$ cat src/hdl/tgp_pkg.sv
// Shared types, widths, codes and tables for the tile grid ray door probe.
// No dependencies; every other file of the block imports this package.
package tgp_pkg;

    // field widths
    localparam int POS_W    = 19;
    localparam int ANGLE_W  = 12;
    localparam int DR_W     = 12;
    localparam int DIST_W   = 40;
    localparam int CELL_W   = 5;
    localparam int KIND_W   = 2;
    localparam int SQ_W     = 2 * POS_W;

    // map geometry: 64-unit tiles in 11.8 fixed point span 2^14
    localparam int SPAN_LOG  = 14;
    localparam int FRAC_BITS = 8;
    localparam int ADDR_W    = 2 * CELL_W;
    localparam int MAP_DEPTH = 1 << ADDR_W;
    localparam int TILE_W    = KIND_W + 1;

    // march coordinates carry sign and a full tangent step
    localparam int MAR_W = 34;

    // CORDIC
    localparam int CO_W         = 33;
    localparam int Z_W          = 25;
    localparam int ATAN_W       = 23;
    localparam int CSTEP_W      = 4;
    localparam int QUARTER_BITS = 22;
    localparam int TURN_PAD     = QUARTER_BITS - (ANGLE_W - 2);
    localparam logic [CO_W-1:0] CORDIC_GAIN = 33'd652032874;
    localparam logic [CO_W-1:0] UNIT_ONE    = 33'd1073741824;
    localparam logic [CSTEP_W-1:0] CORDIC_LAST = 4'd15;

    localparam logic [ANGLE_W-1:0] ANG_QUARTER = 12'd1024;
    localparam logic [ANGLE_W-1:0] ANG_HALF    = 12'd2048;
    localparam logic [ANGLE_W-1:0] ANG_3Q      = 12'd3072;

    // divider: dividend 48 bits, divisor 32 bits, quotient 31 bits
    localparam int DIV_N_W  = 48;
    localparam int DIV_D_W  = 32;
    localparam int DIV_Q_W  = 31;
    localparam int DIV_HI_W = DIV_N_W - DIV_Q_W;
    localparam int DCNT_W   = 5;
    localparam logic [DIV_Q_W-1:0] TAN_SAT = 31'h7FFF_FFFF;

    localparam logic [DR_W-1:0] DOOR_RANGE_RST = 12'd128;

    // tile kinds
    localparam logic [KIND_W-1:0] KIND_EMPTY = 2'd0;
    localparam logic [KIND_W-1:0] KIND_WALL  = 2'd1;
    localparam logic [KIND_W-1:0] KIND_DOOR  = 2'd2;
    localparam logic [KIND_W-1:0] KIND_BAD   = 2'd3;

    // datapath operations
    localparam int OP_W = 5;
    localparam logic [OP_W-1:0] OP_NONE    = 5'd0;
    localparam logic [OP_W-1:0] OP_MAP_WR  = 5'd1;
    localparam logic [OP_W-1:0] OP_CLEAR   = 5'd2;
    localparam logic [OP_W-1:0] OP_LOAD    = 5'd3;
    localparam logic [OP_W-1:0] OP_CORDIC  = 5'd4;
    localparam logic [OP_W-1:0] OP_TAN_GO  = 5'd5;
    localparam logic [OP_W-1:0] OP_TAN_END = 5'd6;
    localparam logic [OP_W-1:0] OP_HX_GO   = 5'd7;
    localparam logic [OP_W-1:0] OP_HX_END  = 5'd8;
    localparam logic [OP_W-1:0] OP_HS_GO   = 5'd9;
    localparam logic [OP_W-1:0] OP_HS_END  = 5'd10;
    localparam logic [OP_W-1:0] OP_H_HIT   = 5'd11;
    localparam logic [OP_W-1:0] OP_V_HIT   = 5'd12;
    localparam logic [OP_W-1:0] OP_STEP    = 5'd13;
    localparam logic [OP_W-1:0] OP_SQ      = 5'd14;
    localparam logic [OP_W-1:0] OP_SUM_H   = 5'd15;
    localparam logic [OP_W-1:0] OP_SUM_V   = 5'd16;
    localparam logic [OP_W-1:0] OP_V_SETUP = 5'd17;
    localparam logic [OP_W-1:0] OP_FIN     = 5'd18;

    typedef struct packed {
        logic [OP_W-1:0]   op;
        logic [ADDR_W-1:0] idx;
    } tgp_cmd_t;

    typedef struct packed {
        logic div_busy;
        logic tan_zero;
        logic tan_sat;
        logic in_map;
        logic solid;
    } tgp_stat_t;

    // arctangent of 2^-i in 2^-24 turn
    function automatic logic [ATAN_W-1:0] atan_turn(input logic [CSTEP_W-1:0] i);
        logic [ATAN_W-1:0] v;
        unique case (i)
            4'd0:  v = 23'd2097152;
            4'd1:  v = 23'd1238021;
            4'd2:  v = 23'd654136;
            4'd3:  v = 23'd332050;
            4'd4:  v = 23'd166669;
            4'd5:  v = 23'd83416;
            4'd6:  v = 23'd41718;
            4'd7:  v = 23'd20860;
            4'd8:  v = 23'd10430;
            4'd9:  v = 23'd5215;
            4'd10: v = 23'd2608;
            4'd11: v = 23'd1304;
            4'd12: v = 23'd652;
            4'd13: v = 23'd326;
            4'd14: v = 23'd163;
            4'd15: v = 23'd81;
        endcase
        return v;
    endfunction

endpackage

$ cat src/hdl/tgp_ctrl.sv
// Controller state machine: sequences map clear, casts and the result handshake.
// Depends on tgp_pkg; drives tgp_datapath through the command struct.
module tgp_ctrl (
    input  logic                aclk,
    input  logic                aresetn,
    input  logic                s_valid,
    output logic                s_ready,
    input  logic                s_action,
    output logic                m_valid,
    input  logic                m_ready,
    output tgp_pkg::tgp_cmd_t   cmd,
    input  tgp_pkg::tgp_stat_t  stat
);
    import tgp_pkg::*;

    localparam int ST_W = 5;
    localparam logic [ST_W-1:0] ST_CLEAR    = 5'd0;
    localparam logic [ST_W-1:0] ST_IDLE     = 5'd1;
    localparam logic [ST_W-1:0] ST_CORDIC   = 5'd2;
    localparam logic [ST_W-1:0] ST_TAN_GO   = 5'd3;
    localparam logic [ST_W-1:0] ST_TAN_WAIT = 5'd4;
    localparam logic [ST_W-1:0] ST_H_GO     = 5'd5;
    localparam logic [ST_W-1:0] ST_H_WAIT   = 5'd6;
    localparam logic [ST_W-1:0] ST_HS_GO    = 5'd7;
    localparam logic [ST_W-1:0] ST_HS_WAIT  = 5'd8;
    localparam logic [ST_W-1:0] ST_H_CHK    = 5'd9;
    localparam logic [ST_W-1:0] ST_H_TEST   = 5'd10;
    localparam logic [ST_W-1:0] ST_H_SQ     = 5'd11;
    localparam logic [ST_W-1:0] ST_H_SUM    = 5'd12;
    localparam logic [ST_W-1:0] ST_V_GO     = 5'd13;
    localparam logic [ST_W-1:0] ST_V_CHK    = 5'd14;
    localparam logic [ST_W-1:0] ST_V_TEST   = 5'd15;
    localparam logic [ST_W-1:0] ST_V_SQ     = 5'd16;
    localparam logic [ST_W-1:0] ST_V_SUM    = 5'd17;
    localparam logic [ST_W-1:0] ST_FIN      = 5'd18;

    logic [ST_W-1:0]   state_reg, state_next;
    logic [ADDR_W-1:0] cnt_reg, cnt_next;
    logic              ovalid_reg, ovalid_next;
    logic              out_free;

    assign out_free = !ovalid_reg || m_ready;

    always_comb begin
        state_next  = state_reg;
        cnt_next    = cnt_reg;
        cmd.op      = OP_NONE;
        cmd.idx     = cnt_reg;
        s_ready     = 1'b0;
        ovalid_next = ovalid_reg && !m_ready;
        unique case (state_reg)
            ST_CLEAR: begin
                cmd.op   = OP_CLEAR;
                cnt_next = cnt_reg + 1'b1;
                if (cnt_reg == ADDR_W'(MAP_DEPTH - 1)) begin
                    state_next = ST_IDLE;
                end
            end
            ST_IDLE: begin
                s_ready = 1'b1;
                if (s_valid) begin
                    if (s_action) begin
                        cmd.op     = OP_LOAD;
                        cnt_next   = '0;
                        state_next = ST_CORDIC;
                    end else begin
                        cmd.op = OP_MAP_WR;
                    end
                end
            end
            ST_CORDIC: begin
                cmd.op = OP_CORDIC;
                if (cnt_reg[CSTEP_W-1:0] == CORDIC_LAST) begin
                    state_next = ST_TAN_GO;
                end else begin
                    cnt_next = cnt_reg + 1'b1;
                end
            end
            ST_TAN_GO: begin
                cmd.op     = OP_TAN_GO;
                state_next = ST_TAN_WAIT;
            end
            ST_TAN_WAIT: begin
                if (!stat.div_busy) begin
                    cmd.op     = OP_TAN_END;
                    state_next = ST_H_GO;
                end
            end
            ST_H_GO: begin
                // flat ray never meets a horizontal line
                if (stat.tan_zero) begin
                    state_next = ST_V_GO;
                end else begin
                    cmd.op     = OP_HX_GO;
                    state_next = ST_H_WAIT;
                end
            end
            ST_H_WAIT: begin
                if (!stat.div_busy) begin
                    cmd.op     = OP_HX_END;
                    state_next = ST_HS_GO;
                end
            end
            ST_HS_GO: begin
                cmd.op     = OP_HS_GO;
                state_next = ST_HS_WAIT;
            end
            ST_HS_WAIT: begin
                if (!stat.div_busy) begin
                    cmd.op     = OP_HS_END;
                    state_next = ST_H_CHK;
                end
            end
            ST_H_CHK: begin
                state_next = stat.in_map ? ST_H_TEST : ST_V_GO;
            end
            ST_H_TEST: begin
                if (stat.solid) begin
                    cmd.op     = OP_H_HIT;
                    state_next = ST_H_SQ;
                end else begin
                    cmd.op     = OP_STEP;
                    state_next = ST_H_CHK;
                end
            end
            ST_H_SQ: begin
                cmd.op     = OP_SQ;
                state_next = ST_H_SUM;
            end
            ST_H_SUM: begin
                cmd.op     = OP_SUM_H;
                state_next = ST_V_GO;
            end
            ST_V_GO: begin
                // steep ray with saturated tangent skips the vertical march
                if (stat.tan_sat) begin
                    state_next = ST_FIN;
                end else begin
                    cmd.op     = OP_V_SETUP;
                    state_next = ST_V_CHK;
                end
            end
            ST_V_CHK: begin
                state_next = stat.in_map ? ST_V_TEST : ST_FIN;
            end
            ST_V_TEST: begin
                if (stat.solid) begin
                    cmd.op     = OP_V_HIT;
                    state_next = ST_V_SQ;
                end else begin
                    cmd.op     = OP_STEP;
                    state_next = ST_V_CHK;
                end
            end
            ST_V_SQ: begin
                cmd.op     = OP_SQ;
                state_next = ST_V_SUM;
            end
            ST_V_SUM: begin
                cmd.op     = OP_SUM_V;
                state_next = ST_FIN;
            end
            ST_FIN: begin
                // hold until the output register frees up
                if (out_free) begin
                    cmd.op      = OP_FIN;
                    ovalid_next = 1'b1;
                    state_next  = ST_IDLE;
                end
            end
            default: begin
                state_next = ST_IDLE;
            end
        endcase
    end

    always_ff @(posedge aclk) begin
        if (!aresetn) begin
            state_reg  <= ST_CLEAR;
            cnt_reg    <= '0;
            ovalid_reg <= 1'b0;
        end else begin
            state_reg  <= state_next;
            cnt_reg    <= cnt_next;
            ovalid_reg <= ovalid_next;
        end
    end

    assign m_valid = ovalid_reg;

endmodule

$ cat config.mk
export PLATFORM = sky130hd
export DESIGN_NAME = tgp_ctrl
export DESIGN_NICKNAME = d
export VERILOG_FILES = /design/src/hdl/tgp_pkg.sv /design/src/hdl/tgp_ctrl.sv
export SDC_FILE = /design/constraint.sdc
export NUM_CORES = 1
export LEC_CHECK = 0
export BUFFER_PORTS_ARGS = -buffer_cell sky130_fd_sc_hd__buf_4
export CAP_MARGIN = 15
export CORE_ASPECT_RATIO = 2
export CORE_MARGIN = 10
export CORE_UTILIZATION = 30
export CTS_BUF_LIST = sky130_fd_sc_hd__clkbuf_4 sky130_fd_sc_hd__clkbuf_8
export DETAILED_ROUTE_END_ITERATION = 10
export PLACE_DENSITY = 0.51
export REMOVE_ABC_BUFFERS = 1
export SETUP_SLACK_MARGIN = 0.3
export SYNTH_ARGS = -nofsm -noshare
export SYNTH_HDL_FRONTEND = slang
export SYNTH_SLANG_ARGS = --single-unit
$ cat constraint.sdc
create_clock -name aclk -period 4 [get_ports aclk]
set_input_delay 0.2 -clock aclk [delete_from_list [all_inputs] [get_ports aclk]]
set_output_delay 0.2 -clock aclk [all_outputs]
set_load 0.1 [all_outputs]
==> results.toml, run 1 <==
[run_status]
status = "completed"

[clock_tree]
postCtsResizedCells = 0
insertion_delay_ps = 250
ctsHoldBuffers = 0
root_buffer = "clkbuf_8"
cts_sinks = 16
cts_tree = "built"
htree_levels = 1
cts_buffer_depth = 2
numCtsBuffers = 3
clk_pin_slew_ps = 60
postCtsSetupRepairBufs = 0

[sta]
maxSlewViolCount = 0
worst_slew_pin_slew_ps = 921
hold_ws_ps = 239
skew_ps = 3.18
slew_headroom_pct = 38.5
rsz0062_at_grt = "false"
setup_viol = 0
finalHoldViolCount = 0
period_needed_ps = 2630
fin_crit_sh_pct = 65.8
finalSetupTns_ps = 0
timing.fmax_mhz = 380

[power]
irDropWorstVdd_v = 0.000284
p_leak_nw = 0.594
switching_share_pct = 54.6
finalPower_w = 0.000827
switchingPower_w = 0.000452
p_clk_share_pct = 14.7
p_seq_share_pct = 29.3
p_int_w = 0.000375
combPwrFrac_pct = 56.1
power.density_mw_per_mm2 = 534

[grt]
grt_use_total_pct = 11.4
antenna_found_initial = 0
overflow = 0
grt_pass1_wl_mm = 6.94
grt_max_degree = 27
grt_pass1_vias = 1478

[logic_synthesis]
synth_edf_count = 0
ys_ff_latch = 16
synthFlopType = "dfxtp_1"
async_flop_share_pct = 0
yosys_warnings = 0
synth_area_per_cell_um2 = 7.48
yosysSeqAreaShare_pct = 24.5
syn_area_mm2 = 0.00131
syn_inst = 175
ys_types = 54

[worst_setup_path]
cpPeakStageDelay_ps = 920
cp-start-kind = "flip-flop"
path_class = "flip-flop to primary output"
crit_path_end_kind = "primary output"
cp_top_family = "flip-flops"
crit_arrival_ps = 2430
crit_fanout = 24
path_buf_inv = 1
crit_required_ps = 3800
crit_slowest_cell = "dfxtp_1"
crit_chain = "nand2_1 > nor3_1 > a21oi_1 > o2111ai_1 > buf_4"

[placement]
placedCellCount = 244
dp_hpwl_mm = 3.39
port-buffer-count = 26
gp_congestion = 0.879
place_area_mm2 = 0.00151

[detailed_routing]
drc = 0
routed_wl_mm = 4.23
wl_met1_mm = 1.40
ant_nets = 0
drt-initial-drc-count = 42
vias = 1405
top_layer_used = "met4"
dr.pass1.iters = 4
wire_per_inst_um = 17.1
met3_length_um = 261
wl_met2_mm = 2.38
routed_via_density = 5.69

[floorplanning]
die_x_um = 66.7
start_util_pct = 30.5
die-area_mm2 = 0.00756
core_mm2 = 0.00430
fp.dieH_um = 113
pin_count = 27
rows = 34

[cells_and_area]
final_cells = 247
largest_reg_flops = 10
nets = 206
final_common_cell = "buf_4"
mostFrequentLayoutCells = "26 x buf_4, 16 x nand2_1, 16 x dfxtp_1"
fillCellCount = 486
regArea_um2 = 320
n_antenna_cell = 0
fin_area_mm2 = 0.00155
syn_to_final_growth_pct = 18.3
multi_input_area_um2 = 893
layout-drive-gt1-share_pct = 17.6

[job]
drv_cap = 0

[hold_path]
min_path_type = "input pin to flip-flop"
[per-layer routing]
layer  up-vias  GRT usage, %
met5         -             0
met4         0          8.58
met3        15          2.55
met2        55          21.3
met1       647          9.75
li1        688             -
[power by group through the flow]
stage / Clock [W] / Sequential (W) / Combinational (W)
floorplan: 0 / 0.000308 / 0.000284
finish: 0.000121 / 0.000242 / 0.000464
detailed placement: 0 / 0.000245 / 0.000465
global placement: 0 / 0.000244 / 0.000464
global route: 0.000129 / 0.000249 / 0.000491
CTS: 0.000126 / 0.000241 / 0.000467
[final timing paths]
| kind | from | endpoint | slack [ps] | depth (start not counted) |
|---|---|---|---|---|
| worst max-delay path | state_reg[2]$_SDFFE_PN0P_ | cmd[11] | 1370 | 5 |
| worst min-delay path | aresetn | state_reg[0]$_SDFFE_PN0P_ | 240 | 2 |
| worst max register to register | state_reg[1]$_SDFFE_PN0P_ | cnt_reg[5]$_SDFFE_PN0P_ | 1840 | 5 |
| worst min register to register | cnt_reg[8]$_SDFFE_PN0P_ | cnt_reg[8]$_SDFFE_PN0P_ | 520 | 2 |
[per-stage QoR]
| step | utilization (%) | worst slack (ps) |
|---|---|---|
| after detailed placement | 35.1 | 1680 |
| after CTS | 36.0 | 1410 |
| final | 36.0 | 1370 |
| after global routing | 36.0 | 1180 |
| after global placement | 35.1 | 1660 |
| after floorplan | - | 989 |
[area by class of cell]
cell class | count | area share, %
multi-input cells | 140 | 57.7
inverters | 8 | 1.94
repair buffers | 26 | 12.6
flip-flops and latches | 16 | 20.7
well taps | 54 | 4.37
clock buffers | 3 | 2.67
[Yosys cell counts (3+ instances only)]
cell type / n / share of area (%)
a22oi_1: 3 / 1.7
a21oi_1: 13 / 5.0
or3_1: 4 / 1.9
buf_4: 3 / 1.7
nor2_1: 14 / 4.0
nor3_1: 6 / 2.3
and4_1: 3 / 2.0
nand2_1: 16 / 4.6
o21ai_1: 3 / 1.1
inv_1: 7 / 2.0
nor2b_1: 6 / 2.9
o21a_1: 3 / 1.7
xor2_1: 5 / 3.3
o21ai_0: 12 / 4.6
dfxtp_1: 16 / 24
buf_2: 4 / 1.5
mux2i_1: 3 / 2.3
nand3_1: 9 / 3.4
[logic make-up (layout without fill, tap and decap cells)]
group	Yosys count	in the layout	share of synthesized area, %
AOI/OAI and AO/OA	58	58	30.3
buffers and inverters	19	37	7.27
xor gates and xnor gates	7	7	4.68
DFF	16	16	24.5
adders and majority gates	1	1	0.956
and+or+nand+nor	71	71	30.0
muxes	3	3	2.29
Note: power is estimated with default switching activity, not from simulation.
==> run 2: changes to the inputs <==
- clock period: 4 -> 2.5 ns (I/O delays scaled with it)
==> run 2 against run 1 <==
  * Core utilization up 1.4 points
  * Worst setup slack worse by 910 ps
  * Critical endpoint is now cmd[10]
  * Combinational power rose by 75%
  * Die area is the same
  * Final area increased by 3.8%
  * Clock power up 58%
  * Global-route usage increased by 0.78 points
  * Hold slack got worse by 75 ps
  * Flip-flop and latch count is the same
==> results.toml, run 2 (same netlist as run 1, synthesis figures left out) <==
[run_status]
status = "completed"

[job]
drv_cap = 0

[grt]
overflow = 0
antenna_found_initial = 0
grt_util_met1_pct = 11.0
grt_pass1_vias = 1539
grt_use_total_pct = 12.2
grt_util_met3_pct = 2.55
grt_pass1_wl_mm = 7.46
grt_max_degree = 20
grt_use_met2_pct = 22.9
busiest_layer = "met2"

[clock_tree]
root_buffer = "clkbuf_8"
clk_pin_slew_ps = 60
htree_levels = 1
cts_sinks = 16
insertion_delay_ps = 250
numCtsBuffers = 3
cts_tree = "built"
cts_buffer_depth = 2
postCtsSetupRepairBufs = 0

[cells_and_area]
final_common_cell = "buf_4"
nets = 213
mostFrequentLayoutCells = "33 x buf_4, 16 x nand2_1, 13 x nor2_1, 13 x a21oi_1, 13 x dfxtp_1"
n_antenna_cell = 0
fin_area_mm2 = 0.00161
finish.utilization_pct = 37.4
final_cells = 254
syn_to_final_growth_pct = 22.8
layout-drive-gt1-share_pct = 22.5
largest_reg_flops = 10

[detailed_routing]
wire_per_inst_um = 17.3
vias = 1470
routed_wl_mm = 4.40
dr.pass1.iters = 4
routed_via_density = 5.79
drt-initial-drc-count = 69
ant_nets = 0
drc = 0

[worst_setup_path]
cp-start-kind = "flip-flop"
path_class = "flip-flop to primary output"
r2r-end = "cnt_reg[5]$_SDFFE_PN0P_"
rr_startpoint = "cnt_reg[1]$_SDFFE_PN0P_"
reg2reg_setup_slack_ps = 650
r2r_cells = 6
crit_arrival_ps = 1920
crit_required_ps = 2380
crit_fanout = 11
crit_path_end_kind = "primary output"

[placement]
place_area_mm2 = 0.00156
dp_hpwl_mm = 3.54
port-buffer-count = 26
placedCellCount = 251
gp_congestion = 0.882

[hold_path]
hold_path.startpoint = "aresetn"
min_to = "state_reg[1]$_SDFFE_PN0P_"
hold-path-cell-count = 2
min_path_type = "input pin to flip-flop"

[sta]
timing.fmax_mhz = 490
fin_crit_sh_pct = 81.6
finalHoldViolCount = 0
period_needed_ps = 2040
skew_ps = 6.02
slew_headroom_pct = 66.7
setup_viol = 0
worst_slew_pin_slew_ps = 498
maxSlewViolCount = 0
rsz0062_at_grt = "false"

[floorplanning]
die_x_um = 66.7
core_mm2 = 0.00430
start_util_pct = 30.5
die-area_mm2 = 0.00756
rows = 34
fp.dieH_um = 113
pin_count = 27

[power]
power.density_mw_per_mm2 = 848
irDropWorstVdd_v = 0.000408
finalPower_w = 0.00136
p_leak_nw = 0.633
-- run 2: changes by cell type in the layout (fill, tap and decap cells not counted), sizes merged --
cell	change
buf	+7
-- run 2: layer usage --
layer,up-vias,part of all wire [%],routed length [µm]
met5,-,0,0
met4,0,4.0,176
met3,12,5.7,252
met2,54,56,2480
met1,700,34,1490
li1,704,-,-
-- run 2: worst max-delay path, cell delays in order (launching register included) --
cell and delay (ps):
dfxtp_1 460, buf_4 240, nand2_1 130, or3_1 360, a21oi_1 160, buf_4 310
-- run 2: timing repair --
item | in CTS | in global routing
setup endpoints to repair | 1 | 4
hold buffers | 0 | 0
gates resized for setup | 1 | 3
-- run 2: final cells by class --
type,count,area [µm²]
clock buffers,3,41.3
repair buffers,33,248
well taps,54,67.6
inverters,8,30.0
multi-input cells,140,896
fillers,460,2690
flip-flops and latches,16,324
-- run 2: worst max path at each step --
| stage | slack [ps] | end | startpoint |
|---|---|---|---|
| after global routing | 340 | cmd[10] | state_reg[0]$_SDFFE_PN0P_ |
| after CTS | 360 | cmd[10] | state_reg[1]$_SDFFE_PN0P_ |
| after floorplan | -440 | cmd[10] | state_reg[2]$_SDFFE_PN0P_ |
| after detailed placement | 540 | cmd[10] | state_reg[3]$_SDFFE_PN0P_ |
| final | 460 | cmd[10] | state_reg[0]$_SDFFE_PN0P_ |
| after global placement | 550 | cmd[13] | state_reg[3]$_SDFFE_PN0P_ |
-- run 2: through the flow --
step / hold WS, ps / TNS (ps) / worst slack, ps
2_1_floorplan: 243 / -1470 / -436
3_3_place_gp: 428 / 0 / 554
3_5_place_dp: 427 / 0 / 537
4_1_cts: 166 / 0 / 357
5_1_grt: 171 / 0 / 343
6_report: 164 / 0 / 460
-- run 2: where the power goes --
part / switching (W) / internal (W)
clock network: 0.0000841 / 0.000107
registers: 0.0000728 / 0.000288
logic: 0.000580 / 0.000231
total: 0.000737 / 0.000626
